$ cat src/nnu_pkg.sv
// Shared types and constants of the nearest-neighbor upscaler.
package nnu_pkg;

  localparam int unsigned PIX_W   = 24;
  localparam int unsigned SCALE_W = 6;
  localparam int unsigned DIM_W   = 13;
  localparam int unsigned CFG_W   = 13;
  localparam int unsigned IDX_W   = 2;
  localparam int unsigned QDEPTH  = 4;
  localparam int unsigned QPTR_W  = 2;
  localparam int unsigned QCNT_W  = 3;

  localparam logic [IDX_W-1:0] CFG_SCALE  = 2'd0;
  localparam logic [IDX_W-1:0] CFG_WIDTH  = 2'd1;
  localparam logic [IDX_W-1:0] CFG_HEIGHT = 2'd2;

  localparam logic OP_PIXEL = 1'b0;
  localparam logic OP_TICK  = 1'b1;

  typedef struct packed {
    logic [SCALE_W-1:0] scale;
    logic [DIM_W-1:0]   width;
    logic [DIM_W-1:0]   height;
  } cfg_t;

  // One source pixel together with how it is to be replicated.
  typedef struct packed {
    logic [PIX_W-1:0]   pixel;
    logic [SCALE_W-1:0] beats;
    logic               row_end;
    logic [1:0]         pad;
    logic               frame_end;
  } job_t;

endpackage

$ cat src/nnu_back.sv
// Output sequencer: sends each queued pixel the requested number of beats.
module nnu_back (
  input  logic                      clk_i,
  input  logic                      rst_ni,
  input  logic                      job_valid_i,
  input  nnu_pkg::job_t             job_i,
  output logic                      pop_o,
  output logic                      out_valid_o,
  input  logic                      out_ready_i,
  output logic [nnu_pkg::PIX_W-1:0] out_pixel_o,
  output logic                      out_row_end_o,
  output logic [1:0]                out_pad_o,
  output logic                      out_frame_end_o,
  output logic                      out_last_o
);

  logic [nnu_pkg::SCALE_W-1:0] beat_q, beat_d;
  logic                        final_beat;
  logic                        fire;

  assign final_beat = (beat_q == (job_i.beats - nnu_pkg::SCALE_W'(1)));
  assign fire       = job_valid_i && out_ready_i;
  assign pop_o      = fire && final_beat;

  always_comb begin
    beat_d = beat_q;
    if (fire) begin
      beat_d = final_beat ? '0 : beat_q + nnu_pkg::SCALE_W'(1);
    end
  end

  always_ff @(posedge clk_i or negedge rst_ni) begin
    if (!rst_ni) begin
      beat_q <= '0;
    end else begin
      beat_q <= beat_d;
    end
  end

  assign out_valid_o     = job_valid_i;
  assign out_pixel_o     = job_i.pixel;
  assign out_row_end_o   = final_beat && job_i.row_end;
  assign out_pad_o       = final_beat ? job_i.pad : 2'd0;
  assign out_frame_end_o = final_beat && job_i.frame_end;
  assign out_last_o      = final_beat;

endmodule

$ cat config.mk
export PLATFORM = sky130hd
export DESIGN_NAME = nnu_back
export DESIGN_NICKNAME = d
export VERILOG_FILES = /design/src/nnu_pkg.sv /design/src/nnu_back.sv
export SDC_FILE = /design/constraint.sdc
export NUM_CORES = 1
export LEC_CHECK = 0
export BUFFER_PORTS_ARGS = -buffer_cell sky130_fd_sc_hd__buf_2
export CAP_MARGIN = 30
export CORE_MARGIN = 5
export CORE_UTILIZATION = 37
export CTS_CLUSTER_SIZE = 12
export DETAILED_ROUTE_END_ITERATION = 8
export PLACE_DENSITY = 0.88
export SYNTH_ARGS = -nofsm -noshare
export SYNTH_HDL_FRONTEND = slang
export SYNTH_SLANG_ARGS = --single-unit
$ cat constraint.sdc
create_clock -name clk_i -period 1.9 [get_ports clk_i]
set_input_delay 0.285 -clock clk_i [delete_from_list [all_inputs] [get_ports clk_i]]
set_output_delay 0.285 -clock clk_i [all_outputs]
set_load 0.02 [all_outputs]
==> results of run 1 <==
## worst register-to-register path: stages (launching register included)
cell and delay (ns):
dfrtp_1 0.40, xnor2_2 0.17, nor4_4 0.28, a31oi_4 0.10, buf_6 0.16, buf_4 0.12, buf_4 0.13, o21ai_1 0.12
o211ai_1 0.11
## per-layer routing
layer,share of wire,global-route usage,vias to the layer above
met5,0,0,-
met1,0.34,0.101,292
met4,0.022,0.0644,0
li1,-,-,312
met3,0.12,0.0626,12
met2,0.51,0.208,36
## worst paths after layout
check                                      start                    end  depth (start not counted)
max in group asynchronous                 rst_ni  beat_q[3]$_DFFE_PN0P_                          2
max                        beat_q[3]$_DFFE_PN0P_          out_row_end_o                          6
max reg2reg                beat_q[4]$_DFFE_PN0P_  beat_q[3]$_DFFE_PN0P_                          8
min reg2reg                beat_q[0]$_DFFE_PN0P_  beat_q[0]$_DFFE_PN0P_                          1
min                                       rst_ni  beat_q[2]$_DFFE_PN0P_                          2
min in group clk_i                   out_ready_i  beat_q[0]$_DFFE_PN0P_                          4
## logic make-up (layout without fill, tap and decap cells)
logic type,count (synthesis),after routing,synth area share
and+or+nand+nor,35,35,0.304
buffers and inverters,29,40,0.262
AOI/OAI and AO/OA,15,15,0.130
xor gates and xnor gates,6,6,0.0773
DFF,6,6,0.193
adders and majority gates,2,2,0.0322
## synthesized netlist by cell type, types with 2 or more instances
master / instances / area, um^2
o211ai_1: 3 / 22.5
nor2_1: 2 / 7.51
xnor2_1: 4 / 35.0
ha_1: 2 / 25.0
and2_1: 5 / 31.3
a21oi_1: 2 / 10.0
nand3_1: 4 / 20.0
nor3_1: 4 / 20.0
nand2_1: 11 / 41.3
inv_1: 3 / 11.3
nand2b_1: 2 / 12.5
buf_4: 25 / 188
o21ai_1: 7 / 35.0
dfrtp_1: 6 / 150
## power groups by stage
| stage | Combinational (mW) | Sequential (mW) | Clock, mW |
|---|---|---|---|
| finish | 0.218 | 0.176 | 0.120 |
| global route | 0.237 | 0.180 | 0.129 |
| CTS | 0.216 | 0.175 | 0.126 |
| detailed placement | 0.200 | 0.177 | 0 |
| global placement | 0.188 | 0.176 | 0 |
| floorplan | 0.212 | 0.166 | 0 |
## timing repair
item | 4_1_cts | 5_1_grt
setup buffers | 2 | 1
pin swaps | 12 | 3
hold buffers | 1 | 0
setup endpoints to repair | 6 | 6
endpoints found under the hold margin | 6 | 0
resized for setup | 15 | 2
## through the flow
stage / setup slack (ns) / TNS, ns / instances
after floorplan: 0.0478 / 0 / 93
after global placement: -0.0797 / -0.322 / 124
after detailed placement: -0.0985 / -0.480 / 124
after CTS: -0.0873 / -0.429 / 130
after global routing: -0.169 / -0.941 / 131
final: -0.0705 / -0.340 / 131
## cell type report
cell class	instances	area share
multi-input cells	58	0.481
well taps	27	0.0376
flip-flops and latches	6	0.167
clock buffers	3	0.0250
inverters	3	0.0125
repair buffers	34	0.277
## cell usage in the layout, fill, tap and decap left out, types with 2 or more instances in the layout
master and n:
buf_4 12, nor2_1 2, nor3_1 4, xnor2_1 4, nand2b_1 2, o211ai_1 3
clkbuf_4 3, and2_4 4, buf_6 7, a21oi_1 2, nand3_1 4, nand2_1 11
inv_1 3, ha_1 2, buf_2 14, dfrtp_1 6, o21ai_1 7
==> results.ini, run 1 <==
[timing]
fin_worst_skew_ns=0.00286
min_period_ns=1.97
setup_ws_ns=-0.0705
tightest_slew_ns=0.416
whs_ns=0.392
slew_viol_final=0
maxSlewHeadroom=0.720
period_share=1.04
max_clock_freq_mhz=507
rsz0062_at_grt=yes
hold_viol=0
setup_violations=6

[synthesis]
synth_nets=133
syn_inst=93
syn-cell-area_um2=777
synth_edf_count=0
ys_ff_latch=6
synth.distinct_cells=27
yosysWarnings=0
ys.flop_type=dfrtp_1
synth.avg_cell_area_um2=8.35
async_reset_ff_frac=1.00
yosysSeqAreaShare=0.193

[setup_path]
path_class=flop to output pin
cp-end-kind=output pin
worst_ep_required_time_ns=1.62
path_cells=xor2_1 > xnor2_1 > nand4b_4 > nor2_8 > and2_4 > buf_6
arrival_ns=1.69
path_buf_inv=1
max_stage_delay_ns=0.39
worstPathMaxFanout=6
startpoint_type=flop
r2r_setup_slack_ns=0.19
cp_top_family=simple AND/OR/NAND/NOR gates
crit_slowest_cell=dfrtp_1

[layout]
utilization=0.454
final_area_um2=900
post_route_cells_drive_above_1_share=0.462
fill_cells=196
final_net_count=146
regMostFlops=beat_q
regArea_um2=150
antennaDiodeCount=0
multiInputGateArea_um2=433
top_regs=beat_q: 6 flops
areaGrowthSynthToFinish_pct=15.8
largest_register_ffs=6

[floorplanning]
die_w_um=55.8
top_level_ports=69
dieHeight_um=55.8
die-area_um2=3120
rows=16
initial_core_util=0.392
core-area_um2=1980

[global_route]
grt_pass1_vias=703
grt_max_degree=11
overflow=0
antenna_found_initial=0
grt_use_total=0.116
grt_pass1_wl_mm=2.86

[power]
power_frac_seq=0.342
pwr-share-clk=0.234
pwr-share-comb=0.424
p_switching_mw=0.188
leakage_nw=0.450
peakVddDrop_v=0.000209
power_switching_share=0.366
p_int_mw=0.326
power_density_nw_per_um2=570
power_mw=0.513

[outcome]
violations=setup timing
status=finished, violations left

[placement]
place_congestion=0.842
io_buffers=20
postPlaceCellArea_um2=793
hpwl_mm=1.42

[routing]
routed_wl_mm=1.77
drt_pass1_iterations=4
ant_nets=0
vias=652
drc_errors=0
drtIter0Drc=9
viasPerCell=4.98
wl_per_cell_um=13.5

[cts]
clock_sinks=6
clk_pin_slew_ns=0.05
cts_tree=yes
worstSkewPairLatency_ns=0.25
cts_max_path_buffers=2
htreeDepth=1
cts-root-buf=clkbuf_4
cts_buffers=3

[min_path]
min_path_type=input port to asynchronous set/reset pin

[run]
cap_violations=0

Power figures use the tool's default switching activity.
==> run 2, diff against run 1 <==
--- a/config.mk
+++ b/config.mk
@@ -12,6 +12,7 @@
 export CTS_CLUSTER_SIZE = 12
 export DETAILED_ROUTE_END_ITERATION = 8
 export PLACE_DENSITY = 0.88
+export REMOVE_ABC_BUFFERS = 1
 export SYNTH_ARGS = -nofsm -noshare
 export SYNTH_HDL_FRONTEND = slang
 export SYNTH_SLANG_ARGS = --single-unit
==> run 2 against run 1 <==
Net effect: non-clock buffer count down 1; the run still ends with setup timing left; core utilization up 1.1 points; first-iteration DRC count down 33%; wire length up 27%; final cell count down 0.76%; combinational power up 5%; fmax down 0.67%; die area unchanged; clock skew down 0.0014 ns.
==> results.ini, run 2 (synthesis gave the netlist of run 1 again) <==
[layout]
top_regs=beat_q: 6 flops
regMostFlops=beat_q
final_common_cell=buf_2
areaGrowthSynthToFinish_pct=18.5
regArea_um2=150  ; unchanged
fin_cells=130  ; -0.76%
final_area_um2=921  ; +2.4%
multiInputGateArea_um2=453  ; +4.6%
largest_register_ffs=6  ; unchanged
post_route_cells_drive_above_1_share=0.495  ; +0.0336
fill_cells=196  ; unchanged
antennaDiodeCount=0  ; unchanged
final_net_count=145  ; -0.68%
final_cell_mix=buf_2, nand2_1, buf_4

[floorplanning]
core-area_um2=1980  ; unchanged
top_level_ports=69  ; unchanged
rows=16  ; unchanged
initial_core_util=0.392  ; unchanged
die_w_um=55.8  ; unchanged
die-area_um2=3120  ; unchanged
dieHeight_um=55.8  ; unchanged

[routing]
wl_per_cell_um=17.2  ; +28%
routed_wl_mm=2.24  ; +27%
drc_errors=0  ; unchanged
drtIter0Drc=6  ; -3
vias=668  ; +2.5%
drt_pass1_iterations=2  ; -2
ant_nets=0  ; unchanged
viasPerCell=5.14  ; +3.2%

[setup_path]
cp-end-kind=output pin
crit_slowest_cell=dfrtp_1
startpoint_type=flop
arrival_ns=1.70  ; about the same
max_stage_delay_ns=0.42  ; +0.03 ns
cp_top_family=simple AND/OR/NAND/NOR gates
path_cells=xor2_2 > xnor2_2 > nand4b_4 > nor3_4 > buf_6
worstPathMaxFanout=3  ; -3
path_buf_inv=1  ; unchanged
path_class=flop to output pin
worst_ep_required_time_ns=1.62  ; about the same

[power]
pwr-share-comb=0.440  ; +0.016
power_density_nw_per_um2=566  ; -0.80%
p_int_mw=0.334  ; +2.7%
power_mw=0.521  ; +1.5%
p_switching_mw=0.187  ; -0.47%
power_frac_seq=0.335  ; -0.007
power_switching_share=0.358  ; -0.00727
pwr-share-clk=0.225  ; -0.009
leakage_nw=0.455  ; +0.94%
peakVddDrop_v=0.000357  ; +71%

[cts]
worstSkewPairLatency_ns=0.24  ; about the same
cts-root-buf=clkbuf_4
cts_buffers=3  ; unchanged
clock_sinks=6  ; unchanged
cts_max_path_buffers=2  ; unchanged
cts_tree=yes
htreeDepth=1  ; unchanged
clk_pin_slew_ns=0.05  ; about the same

[timing]
whs_ns=0.400  ; +0.00856 ns
setup_ws_ns=-0.0837  ; -0.0133 ns
maxSlewHeadroom=0.746  ; +0.0265
period_share=1.04  ; +0.00699
hold_viol=0  ; unchanged
min_period_ns=1.98  ; +0.0133 ns
fin_worst_skew_ns=0.00145  ; -0.00141 ns
max_clock_freq_mhz=504  ; -0.67%
slew_viol_final=0  ; unchanged
rsz0062_at_grt=yes
tightest_slew_ns=0.380  ; -0.0368 ns
fin_setup_tns_ns=-0.406  ; -0.0664 ns
setup_violations=5  ; -1

[global_route]
top_usage_layer=met2
grt_pass1_vias=714  ; +1.6%
antenna_found_initial=0  ; unchanged
grt_pass1_wl_mm=3.43  ; +20%
grt_use_total=0.145  ; +0.0292
grt_use_met1=0.185  ; +0.0836
overflow=0  ; unchanged
use_met2=0.186  ; -0.0220
grt.met3_usage=0.116  ; +0.0534
grt_max_degree=11  ; unchanged

[placement]
placedCellCount=122  ; -1.6%
place_congestion=0.788  ; -6.5%
io_buffers=20  ; unchanged
hpwl_mm=1.79  ; +26%
postPlaceCellArea_um2=778  ; -1.9%

[run]
cap_violations=0  ; unchanged

[outcome]
violations=setup timing
status=finished, violations left

[min_path]
min_path_type=input port to asynchronous set/reset pin

run 2: metrics by stage:
step                utilization  worst slack [ns]
floorplan                     -            0.0478
global placement          0.393           -0.0870
detailed placement        0.393            -0.129
CTS                       0.448            -0.158
global route              0.465            -0.182
finish                    0.465           -0.0837
run 2: cell type report:
type	count	share of cell area
inverter	3	0.0122
sequential	6	0.163
multi-input combinational	58	0.492
clock buffer	3	0.0245
timing repair buffer	33	0.272
tap	27	0.0367
run 2: layer usage:
layer / wire, um / up-vias / share of wire
met5: 0 / - / 0
met4: 25 / 0 / 0.011
met3: 303 / 2 / 0.14
met2: 902 / 49 / 0.40
met1: 1000 / 307 / 0.45
li1: - / 310 / -
run 2: repair_timing:
| item | CTS | global route |
|---|---|---|
| gates resized for setup | 14 | 6 |
| setup endpoints to repair | 6 | 6 |
| pin swaps | 5 | 7 |
| endpoints found under the hold margin | 6 | 0 |
| hold buffers | 1 | 0 |
| buffers inserted | 3 | 1 |
| cloned | 0 | 0 |
run 2: worst paths after layout:
| path | start | end | slack, ns | depth (start not counted) |
|---|---|---|---|---|
| worst min register to register | beat_q[1]$_DFFE_PN0P_ | beat_q[1]$_DFFE_PN0P_ | 0.58 | 2 |
| max in group asynchronous | rst_ni | beat_q[2]$_DFFE_PN0P_ | 1.35 | 2 |
| min in group clk_i | out_ready_i | beat_q[0]$_DFFE_PN0P_ | 0.50 | 4 |
| worst max register to register | beat_q[3]$_DFFE_PN0P_ | beat_q[3]$_DFFE_PN0P_ | 0.20 | 7 |
| worst min-delay path | rst_ni | beat_q[4]$_DFFE_PN0P_ | 0.40 | 2 |
| worst max-delay path | beat_q[3]$_DFFE_PN0P_ | pop_o | -0.08 | 5 |
run 2: power groups by stage:
| stage | combinational (mW) | clock, mW | sequential (mW) |
|---|---|---|---|
| floorplan | 0.129 | 0 | 0.170 |
| detailed placement | 0.189 | 0 | 0.176 |
| global placement | 0.183 | 0 | 0.174 |
| finish | 0.229 | 0.117 | 0.174 |
| CTS | 0.217 | 0.123 | 0.174 |
| global route | 0.260 | 0.129 | 0.178 |
